$ cat src/design/ttg_pkg.sv
`default_nettype none
package ttg_pkg;

  // Command codes
  localparam logic [2:0] CMD_UPDATE  = 3'd0;
  localparam logic [2:0] CMD_EXPIRE  = 3'd1;
  localparam logic [2:0] CMD_NEAREST = 3'd2;
  localparam logic [2:0] CMD_LATEST  = 3'd3;
  localparam logic [2:0] CMD_READ    = 3'd4;

  // Track state codes
  localparam logic [1:0] TRK_NONE    = 2'd0;
  localparam logic [1:0] TRK_TENT    = 2'd1;
  localparam logic [1:0] TRK_TRACKED = 2'd2;

  // Configuration register indexes
  localparam logic [1:0] CFG_CONFIRM_HITS = 2'd0;
  localparam logic [1:0] CFG_GATE_ENTER   = 2'd1;
  localparam logic [1:0] CFG_GATE_EXIT    = 2'd2;
  localparam logic [1:0] CFG_MISS_LIMIT   = 2'd3;

  // Configuration reset values
  localparam logic [7:0]  RST_CONFIRM_HITS = 8'd3;
  localparam logic [23:0] RST_GATE_ENTER   = 24'd12800;
  localparam logic [23:0] RST_GATE_EXIT    = 24'd15360;
  localparam logic [23:0] RST_MISS_LIMIT   = 24'd1000;

  typedef struct packed {
    logic [2:0]  cmd;
    logic [5:0]  track_index;
    logic        sensor_source;
    logic [23:0] distance;
    logic [47:0] time_ms;
  } ttg_in_t;

  typedef struct packed {
    logic        state_changed;
    logic [1:0]  old_state;
    logic [1:0]  entry_status;
    logic        found;
    logic [5:0]  found_index;
    logic        found_source;
    logic [23:0] found_distance;
    logic [47:0] found_time;
  } ttg_out_t;

  // Stored fields of one table entry
  typedef struct packed {
    logic        source;
    logic [1:0]  state;
    logic [23:0] distance;
    logic [47:0] time_ms;
  } ttg_entry_t;

  typedef enum logic [2:0] {
    S_CLEAR,
    S_IDLE,
    S_ONE_RD,
    S_ONE_EX,
    S_SCAN,
    S_SCAN_END,
    S_FINISH
  } ttg_state_t;

  // Controller to datapath commands
  typedef struct packed {
    logic cap_item;
    logic cnt_clr;
    logic cnt_inc;
    logic clr_wr;
    logic one_rd;
    logic one_ex;
    logic scan_rd;
    logic out_load;
  } ttg_ctl_t;

  // Datapath to controller status
  typedef struct packed {
    logic cnt_last;
  } ttg_sts_t;

endpackage
`default_nettype wire

$ cat src/design/ttg_ctrl.sv
`default_nettype none
module ttg_ctrl (
  input  wire logic              clk,
  input  wire logic              rst_n,
  input  wire logic              in_valid,
  output logic                   in_ready,
  input  wire logic [2:0]        in_cmd,
  output logic                   out_valid,
  input  wire logic              out_ready,
  output ttg_pkg::ttg_ctl_t      ctl,
  input  wire ttg_pkg::ttg_sts_t sts
);
  import ttg_pkg::*;

  ttg_state_t state_r, state_nxt;
  logic       out_valid_r, out_valid_nxt;
  logic       accept;
  logic       out_free;

  assign in_ready  = (state_r == S_IDLE);
  assign accept    = in_valid && in_ready;
  assign out_free  = !out_valid_r || out_ready;
  assign out_valid = out_valid_r;

  // Next state
  always_comb begin
    state_nxt = state_r;
    unique case (state_r)
      S_CLEAR: begin
        if (sts.cnt_last) state_nxt = S_IDLE;
      end
      S_IDLE: begin
        if (accept) begin
          unique case (in_cmd)
            CMD_UPDATE, CMD_READ:                state_nxt = S_ONE_RD;
            CMD_EXPIRE, CMD_NEAREST, CMD_LATEST: state_nxt = S_SCAN;
            default:                             state_nxt = S_FINISH;
          endcase
        end
      end
      S_ONE_RD:   state_nxt = S_ONE_EX;
      S_ONE_EX:   state_nxt = S_FINISH;
      S_SCAN: begin
        if (sts.cnt_last) state_nxt = S_SCAN_END;
      end
      S_SCAN_END: state_nxt = S_FINISH;
      S_FINISH: begin
        if (out_free) state_nxt = S_IDLE;
      end
      default:    state_nxt = S_IDLE;
    endcase
  end

  // Datapath commands
  always_comb begin
    ctl = '0;
    unique case (state_r)
      S_CLEAR: begin
        ctl.clr_wr  = 1'b1;
        ctl.cnt_inc = 1'b1;
      end
      S_IDLE: begin
        ctl.cap_item = accept;
        ctl.cnt_clr  = accept;
      end
      S_ONE_RD: ctl.one_rd = 1'b1;
      S_ONE_EX: ctl.one_ex = 1'b1;
      S_SCAN: begin
        ctl.scan_rd = 1'b1;
        ctl.cnt_inc = 1'b1;
      end
      S_SCAN_END: ;
      S_FINISH: ctl.out_load = out_free;
      default: ;
    endcase
  end

  // Output valid flag
  always_comb begin
    out_valid_nxt = out_valid_r;
    if (ctl.out_load) begin
      out_valid_nxt = 1'b1;
    end else if (out_ready) begin
      out_valid_nxt = 1'b0;
    end
  end

  always_ff @(posedge clk) begin
    if (!rst_n) begin
      state_r     <= S_CLEAR;
      out_valid_r <= 1'b0;
    end else begin
      state_r     <= state_nxt;
      out_valid_r <= out_valid_nxt;
    end
  end

endmodule
`default_nettype wire

$ cat config.mk
export PLATFORM = sky130hd
export DESIGN_NAME = ttg_ctrl
export DESIGN_NICKNAME = d
export VERILOG_FILES = /design/src/design/ttg_pkg.sv /design/src/design/ttg_ctrl.sv
export SDC_FILE = /design/constraint.sdc
export NUM_CORES = 1
export LEC_CHECK = 0
export ABC_AREA = 0
export CORE_AREA = 2 2 39 41
export CTS_CLUSTER_SIZE = 25
export DETAILED_ROUTE_END_ITERATION = 6
export DIE_AREA = 0 0 41 43
export DONT_BUFFER_PORTS = 1
export GPL_ROUTABILITY_DRIVEN = 0
export MAX_ROUTING_LAYER = met4
export PLACE_DENSITY = 0.49
export SLEW_MARGIN = 20
export SYNTH_ARGS = -nofsm -noshare
export SYNTH_HDL_FRONTEND = slang
export SYNTH_SLANG_ARGS = --single-unit
$ cat constraint.sdc
create_clock -name clk -period 1.8 [get_ports clk]
set_clock_uncertainty 0.15 [all_clocks]
set_input_delay 0.36 -clock clk [delete_from_list [all_inputs] [get_ports clk]]
set_output_delay 0.36 -clock clk [all_outputs]
set_load 0.1 [all_outputs]
==> summary.md, run 1 <==
| Metric | Value |
|---|---|
| Fin nets | 61 |
| Worst slack, placed | 178 ps |
| Slew of the pin with the lowest slew margin | 289 ps |
| FMAX | 0.573 GHz |
| Routed Antenna Nets | 0 |
| CTS hold repair buffers | 0 |
| # fillers | 141 |
| Largest net degree at the start of global routing | 10 |
| Area delta synth->final | 72.2% |
| Critical path arrival | 1240 ps |
| Multi-input logic area | 258 um2 |
| Die height | 43 um |
| CP Capture Type | output pin |
| Critical Path Slowest Stage Cell | dfxtp_2 |
| WS Path Type | flip-flop to output pin |
| Worst reg-to-reg path cell count | 4 |
| Htree depth | 1 |
| First-pass GRT wire length | 1250 um |
| Register area share after synthesis | 24.3% |
| Die area | 1760 um2 |
| Min Tclk post-route | 1750 ps |
| Max-slew headroom | 80.7% |
| HP Class | input pin to flip-flop |
| Post-Syn Nets | 48 |
| Hold path depth | 1 |
| WL/cell | 11.3 um |
| FFs w/ async S/R, synth | 0% |
| Layout cells sized above 1 | 64.7% |
| Clock root buffer | clkbuf_4 |
| Critical path peak fanout | 6 |
| Leak | 0.215 nW |
| RSZ-0062 raised after global routing | no |
| Vias per cell | 4.81 |
| # rows | 14 |
| Final global-route overflow total | 0 |
| Synth area leaders | dfxtp_1 24%, a2111oi_2 4.6%, buf_4 4.6% |
| DRC Markers | 0 |
| Total core area | 1380 um2 |
| Top-count cell post-synth | dfxtp_1 |
| Final HPWL DP | 618 um |
| Clock Pin Slew Worst Setup and Hold Paths | 40 ps |
| Post-route insts no fill | 67 |
| Synth warn | 0 |
| Total CTS buffers | 3 |
| R2r endpoint | state_r[1]$_SDFFE_PN0P_ |
| Initial DRC Count | 1 |
| Setup slack after layout | 53.9 ps |
| Register area | 85.1 um2 |
| Hold Path Origin | rst_n |
| Initial DRT Pass Iterations | 2 |
| Worst skew pair latency | 230 ps |
| Hold endpoint | state_r[1]$_SDFFE_PN0P_ |
| Cts repair resizes | 2 |
| Top cells by count, synth | 4 x dfxtp_1, 3 x nor2_1 |
| Worst EP required | 1290 ps |
| #FFs+latches synth | 4 |
| Hold WS | 100 ps |
| Number of global-route vias before repair | 304 |
| Dominant synthesized flop cell | dfxtp_1 |
| Tcrit/Tclk final | 97.0% |
| Reg2reg start | state_r[2]$_SDFFE_PN0P_ |
| VDD IR max | 0.000404 V |
| GR Util All Layers | 11.0% |
| IO Count | 18 |
| Pwr Density | 854 nW/um2 |
| CTS sink count | 4 |
| Die W | 41 um |
| Via count | 322 |
| Cell taking the most area after synthesis | dfxtp_1 |
| Final hold viol count | 0 |
| Max Slew Vio Count | 0 |
| PortBufs | 0 |
| Placed Cells | 64 |
| Crit-path max cell delay | 350 ps |
| Drt total wl | 758 um |
| Startpoint types | flip-flop |
| Clock Tree Buf Depth | 2 |
| CTS tree | built |
| # diodes | 0 |
| Initial Utilization | 23.8% |
| Crit-path cells | inv_6 > nor3_4 > and2_4 > buf_12 |
| Max-cap viol count | 0 |
| Syn Area/Cell | 8.23 um2 |
| Setup slack, reg-to-reg | 400 ps |
| Distinct cells, synth | 27 |
| Syn Inst Count | 40 |
| Number of synthesized flops with an enable pin | 0 |
| Final setup viols | 0 |
| Cell Area, Synth | 329 um2 |
| Setup Fix Bufs, Post-CTS | 0 |
| Run status | complete, no violations |
| Area share of the largest cell type after synthesis | 24.3% |
| Initial antenna violation count | 0 |
state kept, by name (all words and copies together), names as in the netlist:
| register | flops |
|---|---|
| out_valid | 1 |
| state_r | 3 |
worst max-delay path by stage:
| stage | from | to | slack [ps] | cells past startpoint |
|---|---|---|---|---|
| final | state_r[0]$_SDFFE_PN0P_ | ctl[6] | 50 | 4 |
| after global routing | state_r[0]$_SDFFE_PN0P_ | ctl[6] | 10 | 4 |
| after floorplan | state_r[0]$_SDFFE_PN0P_ | ctl[7] | -740 | 5 |
| after CTS | state_r[0]$_SDFFE_PN0P_ | ctl[6] | 40 | 4 |
| after global placement | state_r[1]$_SDFFE_PN0P_ | ctl[0] | 200 | 3 |
| after detailed placement | state_r[1]$_SDFFE_PN0P_ | ctl[0] | 180 | 3 |
per-layer routing:
| metal | vias up | wire (um) | GRT usage [%] |
|---|---|---|---|
| met5 | - | 0 | - |
| met4 | 0 | 0 | 8.00 |
| met3 | 0 | 70 | 3.66 |
| met2 | 15 | 366 | 14.7 |
| met1 | 143 | 322 | 13.2 |
| li1 | 164 | - | - |
metrics by stage:
step	total power, mW	area [um2]	TNS (ps)	utilization, %
5_1_grt	0.505	567	0	41.0
2_1_floorplan	0.311	379	-3310	-
3_5_place_dp	0.376	542	0	39.2
6_report	0.484	567	0	41.0
3_3_place_gp	0.376	542	0	39.2
4_1_cts	0.491	567	0	41.0
critical path: cells and delay by family, from the launching register on:
| kind | cells | cell delay, ps |
|---|---|---|
| buf+inv | 2 | 300 |
| flops | 1 | 350 |
| simple gates | 2 | 350 |
cell type report:
cell class,count,share of cell area (%)
flip-flops and latches,4,15.0
clock buffers,3,3.97
repair buffers,13,30.5
multi-input cells,30,45.5
well taps,16,3.53
inverters,1,1.55
where the power goes:
group	switching (mW)	total [mW]	internal [mW]
Sequential	0.0137	0.110	0.0965
Combinational	0.175	0.264	0.0890
Clock	0.0353	0.110	0.0745
cell usage in the layout, fill, tap and decap left out:
cell type / count
o21a_1: 1
or2_1: 1
mux2_4: 1
nor3_1: 1
dfxtp_2: 4
inv_6: 1
nand3_1: 2
o31ai_1: 1
and2_2: 1
clkbuf_4: 3
a2111oi_2: 1
o31a_2: 1
nor3b_4: 2
nor2_1: 1
buf_4: 7
buf_12: 6
o221a_1: 1
nor2_2: 3
a21oi_1: 1
nand2_1: 2
and2_4: 1
nor2b_1: 2
nand2b_1: 1
o21ai_1: 1
a31o_1: 1
nor3_4: 2
a21boi_1: 1
o22a_1: 1
cells by family (layout without fill, tap and decap cells):
kind of cell | after synthesis | in the layout | share of synthesized area, %
AOI/OAI and AO/OA | 10 | 10 | 26.2
and+or+nand+nor | 19 | 19 | 32.7
buffers and inverters | 6 | 17 | 12.2
muxes | 1 | 1 | 4.56
DFF | 4 | 4 | 24.3
No activity file was read; power rests on OpenSTA's default activity.
==> inputs of run 2 (changes only) <==
- BUFFER_PORTS_ARGS: unset -> -buffer_cell sky130_fd_sc_hd__buf_2
- DONT_BUFFER_PORTS: 1 -> unset
- PLACE_DENSITY: 0.49 -> 0.61
- RECOVER_POWER: unset -> 50
==> run 2 against run 1 <==
Effect of this change:
- worst setup slack worse by 9.5 ps
- first-iteration DRC count grew to 9.0 times the previous value
- via count is 11% higher
- utilization is 5.4 points higher
- sequential power hardly changed
- largest cell class is now buffers
==> summary.md, run 2 (synthesized netlist as in run 1, its figures left out) <==
| Metric | Value |
|---|---|
| Area delta synth->final | 95.1% |
| Tcrit/Tclk final | 97.5% (+0.53 points) |
| Most common cell after layout, fill and taps aside | buf_12 |
| Internal Power | 0.289 mW (+11%) |
| Run status | complete, no violations |
| Worst skew pair latency | 230 ps (about the same) |
| CTS sink count | 4 (unchanged) |
| # diodes | 0 (unchanged) |
| Slew of the pin with the lowest slew margin | 540 ps (+250 ps) |
| Logic gate share of total power | 58.0% (+3.5 points) |
| WL/cell | 11.2 um (-1.3%) |
| Placed Cells | 71 (+11%) |
| Final setup TNS | 0 ps (unchanged) |
| Fin nets | 70 (+15%) |
| Largest net degree at the start of global routing | 10 (unchanged) |
| # fillers | 134 (-5.0%) |
| Critical Path Slowest Stage Cell | dfxtp_4 |
| Pwr Density | 808 nW/um2 (-5.3%) |
| Crit-path max cell delay | 360 ps (about the same) |
| CP Capture Type | output pin |
| IO Count | 18 (unchanged) |
| VDD IR max | 0.000452 V (+12%) |
| NetSw | 0.230 mW (+2.9%) |
| CTS tree | built |
| Critical path arrival | 1250 ps (about the same) |
| Clock power frac | 20.6% (-2.1 points) |
| Crit path buf inv count | 2 (unchanged) |
| Initial DRC Count | 9 (+8) |
| Htree depth | 1 (unchanged) |
| Commonest non-fill, non-tap cells in the layout | 10 x buf_12, 7 x buf_2, 3 x clkbuf_4, 3 x dfxtp_2, 3 x buf_4 |
| Min Tclk post-route | 1760 ps (+9.46 ps) |
| Routed Antenna Nets | 0 (unchanged) |
| PortBufs | 17 (+17) |
| Clock Tree Buf Depth | 2 (unchanged) |
| Clock root buffer | clkbuf_4 |
| DRC Markers | 0 (unchanged) |
| Sequential share of power | 21.4% (-1.4 points) |
| Initial DRT Pass Iterations | 2 (unchanged) |
| Total core area | 1380 um2 (unchanged) |
| Max-slew headroom | 64.2% (-16 points) |
| Worst EP required | 1290 ps (about the same) |
| Die W | 41 um (unchanged) |
| HP Class | input pin to flip-flop |
| FMAX | 0.570 GHz (-0.54%) |
| Initial antenna violation count | 0 (unchanged) |
| Clock Pin Slew Worst Setup and Hold Paths | 40 ps (about the same) |
| Max reg flops | 3 (unchanged) |
| Crit-path leading delay family | flip-flops |
| Max-cap viol count | 0 (unchanged) |
| WS Path Type | flip-flop to output pin |
| Die area | 1760 um2 (unchanged) |
| Dpl cell area | 603 um2 (+11%) |
| Final HPWL DP | 692 um (+12%) |
| Number of global-route vias before repair | 317 (+4.3%) |
| Total CTS buffers | 3 (unchanged) |
| Startpoint types | flip-flop |
| Critical path peak fanout | 5 (-1) |
| Largest Register | state_r |
| Via count | 358 (+11%) |
| Final global-route overflow total | 0 (unchanged) |
| Crit-path cells | buf_4 > nor2_2 > and2_2 > buf_12 |
| Net Sw Frac | 44.4% (-1.9 points) |
| Final setup viols | 0 (unchanged) |
| First-pass GRT wire length | 1260 um (+1.1%) |
| Layout cells sized above 1 | 66.7% (+2.0 points) |
| Initial Utilization | 23.8% (unchanged) |
| Final hold viol count | 0 (unchanged) |
| Post-route insts no fill | 76 (+13%) |
| Leak | 0.261 nW (+22%) |
| Design area | 642 um2 (+13%) |
| # rows | 14 (unchanged) |
| Die height | 43 um (unchanged) |
| Drt total wl | 849 um (+12%) |
| Vias per cell | 4.71 (-2.0%) |
| Max Slew Vio Count | 0 (unchanged) |
| Hold WS | 241 ps (+140 ps) |
| GR Util All Layers | 11.2% (+0.17 points) |
## run 2: worst paths after layout
check	start	end	slack, ps	cells past startpoint
setup reg to reg	state_r[1]$_SDFFE_PN0P_	state_r[0]$_SDFFE_PN0P_	310	4
setup / recovery	state_r[0]$_SDFFE_PN0P_	ctl[1]	40	4
hold reg to reg	out_valid$_SDFFE_PN0P_	out_valid$_SDFFE_PN0P_	350	2
hold / removal	rst_n	state_r[1]$_SDFFE_PN0P_	240	2
## run 2: metrics by stage
stage	worst slack (ps)	power, mW	utilization (%)
6_report	44.5	0.519	46.4
2_1_floorplan	-744	0.311	-
3_5_place_dp	188	0.408	43.6
5_1_grt	-1.04	0.550	46.4
4_1_cts	15.6	0.521	45.6
3_3_place_gp	182	0.404	43.6
## run 2: area by class of cell
class	instances	area, um2	share of cell area [%]
multi-input combinational	30	236	36.8
timing repair buffer	22	267	41.5
sequential	4	87.6	13.6
clock buffer	3	22.5	3.51
tap	16	20.0	3.12
inverter	1	8.76	1.36
## run 2: layer usage
| layer | vias to the layer above | track usage (%) | wire length, um |
|---|---|---|---|
| met5 | - | - | 0 |
| li1 | 184 | - | - |
| met3 | 2 | 4.71 | 60 |
| met4 | 0 | 8.00 | 14 |
| met2 | 15 | 15.3 | 440 |
| met1 | 157 | 12.4 | 333 |
## run 2: power groups by stage
stage          Sequential [mW]  Clock, mW  Combinational (mW)
6_report                 0.111      0.107               0.301
4_1_cts                  0.113      0.113               0.295
3_3_place_gp             0.114          0               0.290
5_1_grt                  0.112      0.125               0.312
2_1_floorplan            0.102          0               0.209
3_5_place_dp             0.114          0               0.294
## run 2: timing repair
action / in CTS / in global routing
hold endpoints to repair: 0 / 0
endpoints found under the setup margin: 3 / 3
gates resized for setup: 3 / 0
buffers inserted: 0 / 2
hold buffers: 0 / 0
gates cloned: 0 / 0
==> inputs of run 3 (changes only) <==
- GPL_ROUTABILITY_DRIVEN: 0 -> unset
- PLACE_DENSITY: 0.61 -> unset
==> run 3 against run 2 <==
Effect of this change:
- clock-buffer cell count stayed put
- total power is 2.8% lower
- first-iteration DRC count is 33% lower
- highest routed layer unchanged
- non-clock buffer count is 2 lower
- register-to-register slack better by 110 ps
- cell count is 2.6% lower
- sequential share of layout area is 0.76 points higher
- largest cell class is now multi-input gates
- critical path depth stayed put
- via count is 1.1% lower
==> summary.md, run 3 (synthesized netlist as in run 1, its figures left out) <==
| Metric | Value |
|---|---|
| Critical path peak fanout | 7 (+2) |
| RSZ-0062 raised after global routing | yes |
| Pwr Total | 0.505 mW (-2.8%) |
| Total core area | 1380 um2 (unchanged) |
| Crit-path max cell delay | 350 ps (about the same) |
| Die height | 43 um (unchanged) |
| # diodes | 0 (unchanged) |
| Die W | 41 um (unchanged) |
| Initial DRC Count | 6 (-3) |
| Reg2reg start | state_r[2]$_SDFFE_PN0P_ |
| R2r endpoint | state_r[1]$_SDFFE_PN0P_ |
| WS Path Type | flip-flop to output pin |
| Initial Utilization | 23.8% (unchanged) |
| Vias per cell | 4.78 (+1.6%) |
| Crit-path cells | buf_4 > nor2_2 > and2_2 > buf_12 |
| Setup slack, reg-to-reg | 420 ps (+110 ps) |
| IO Count | 18 (unchanged) |
| Crit path buf inv count | 2 (unchanged) |
| VDD IR max | 0.000286 V (-37%) |
| Largest net degree at the start of global routing | 10 (unchanged) |
| Clock Tree Buf Depth | 2 (unchanged) |
| First-pass GRT wire length | 1460 um (+15%) |
| Initial DRT Pass Iterations | 4 (+2) |
| Area delta synth->final | 84.8% |
| Run status | complete, no violations |
| CP Depth | 4 (unchanged) |
| Routed Antenna Nets | 0 (unchanged) |
| Setup crit end | ctl[1] |
| FMAX | 0.566 GHz (-0.58%) |
| GR Util All Layers | 12.9% (+1.7 points) |
| Fin nets | 68 (-2.9%) |
| Slew of the pin with the lowest slew margin | 540 ps (+0.881 ps) |
| Register area | 87.6 um2 (unchanged) |
| Tcrit/Tclk final | 98.1% (+0.57 points) |
| Max-slew headroom | 64.1% (about the same) |
| Layout cells sized above 1 | 69.0% (+2.3 points) |
| Number of global-route vias before repair | 348 (+9.8%) |
| Max Slew Vio Count | 0 (unchanged) |
| Worst EP required | 1290 ps (about the same) |
| WL/cell | 11.9 um (+6.2%) |
| Hold Path Origin | rst_n |
| Final global-route overflow total | 0 (unchanged) |
| Setup slack after layout | 34.2 ps (-10.3 ps) |
| Startpoint types | flip-flop |
| Critical Path Slowest Stage Cell | dfxtp_4 |
| HP Class | input pin to flip-flop |
| Min Tclk post-route | 1770 ps (+10.3 ps) |
| Drt total wl | 878 um (+3.4%) |
| Multi-input logic area | 239 um2 (+1.1%) |
| Worst reg-to-reg path cell count | 4 (unchanged) |
| Clock root buffer | clkbuf_4 |
| # fillers | 141 (+5.2%) |
| CTS tree | built |
| Initial antenna violation count | 0 (unchanged) |
| Max-cap viol count | 0 (unchanged) |
| Most common cell after layout, fill and taps aside | buf_12 |
| Final hold viol count | 0 (unchanged) |
| # rows | 14 (unchanged) |
| Htree depth | 1 (unchanged) |
| Crit-path leading delay family | flip-flops |
| Via count | 354 (-1.1%) |
| Max reg flops | 3 (unchanged) |
| Pwr Density | 830 nW/um2 (+2.6%) |
| Worst skew pair latency | 240 ps (about the same) |
| Total CTS buffers | 3 (unchanged) |
| Largest Register | state_r |
| Final setup TNS | 0 ps (unchanged) |
| DRC Markers | 0 (unchanged) |
| PortBufs | 17 (unchanged) |
| GP Congestion | 0.784 |
| Die area | 1760 um2 (unchanged) |
| Hold WS | 234 ps (-6.51 ps) |
| CP Launch Point | state_r[0]$_SDFFE_PN0P_ |
| Worst slack, placed | 139 ps (-48.5 ps) |
| Clock Pin Slew Worst Setup and Hold Paths | 40 ps (about the same) |
| Critical path arrival | 1260 ps (about the same) |
| Leak | 0.247 nW (-5.3%) |
| Final setup viols | 0 (unchanged) |
| Final HPWL DP | 661 um (-4.4%) |
| CP Capture Type | output pin |
| Commonest non-fill, non-tap cells in the layout | 8 x buf_12, 7 x buf_2, 4 x clkbuf_4 |
| CTS sink count | 4 (unchanged) |
[run 3: cell type report]
| cell class | instances | area share, % |
|---|---|---|
| Tap cell | 16 | 3.29 |
| Multi-Input combinational cell | 30 | 39.3 |
| Inverter | 1 | 1.44 |
| Clock buffer | 3 | 3.70 |
| Sequential cell | 4 | 14.4 |
| Timing Repair Buffer | 20 | 37.9 |
[run 3: how the worst min path moves through the flow]
stage / end / cells past startpoint
after CTS: state_r[1]$_SDFFE_PN0P_ / 2
after global placement: out_valid$_SDFFE_PN0P_ / 2
after detailed placement: out_valid$_SDFFE_PN0P_ / 2
after floorplan: state_r[1]$_SDFFE_PN0P_ / 1
final: state_r[1]$_SDFFE_PN0P_ / 2
after global routing: state_r[1]$_SDFFE_PN0P_ / 2
[run 3: stage by stage]
stage / cell area, um2 / util, % / std cells
3_3_place_gp: 583 / 42.1 / 70
3_5_place_dp: 583 / 42.1 / 70
5_1_grt: 608 / 43.9 / 74
6_report: 608 / 43.9 / 74
2_1_floorplan: 379 / - / 40
4_1_cts: 617 / 44.6 / 74
[run 3: timing repair]
item | in CTS | in global routing
pin swaps | 0 | 2
gates resized for setup | 2 | 2
endpoints found under the setup margin | 5 | 5
setup buffers | 1 | 0
hold buffers | 0 | 0
[run 3: power breakdown]
group / total [mW] / internal (mW) / leakage [nW] / switching (mW)
registers: 0.108 / 0.0962 / 0.0347 / 0.0123
clock network: 0.115 / 0.0748 / 0.0138 / 0.0402
logic: 0.281 / 0.101 / 0.199 / 0.180
total: 0.505 / 0.272 / 0.247 / 0.233
[run 3: layer usage]
layer / up-vias / routed length (um) / track usage [%] / part of all wire (%)
met4: 0 / 29 / 8.00 / 3.3
met3: 5 / 37 / 4.71 / 4.2
li1: 179 / - / - / -
met1: 157 / 347 / 12.6 / 40
met5: - / 0 / - / 0
met2: 13 / 464 / 20.3 / 53
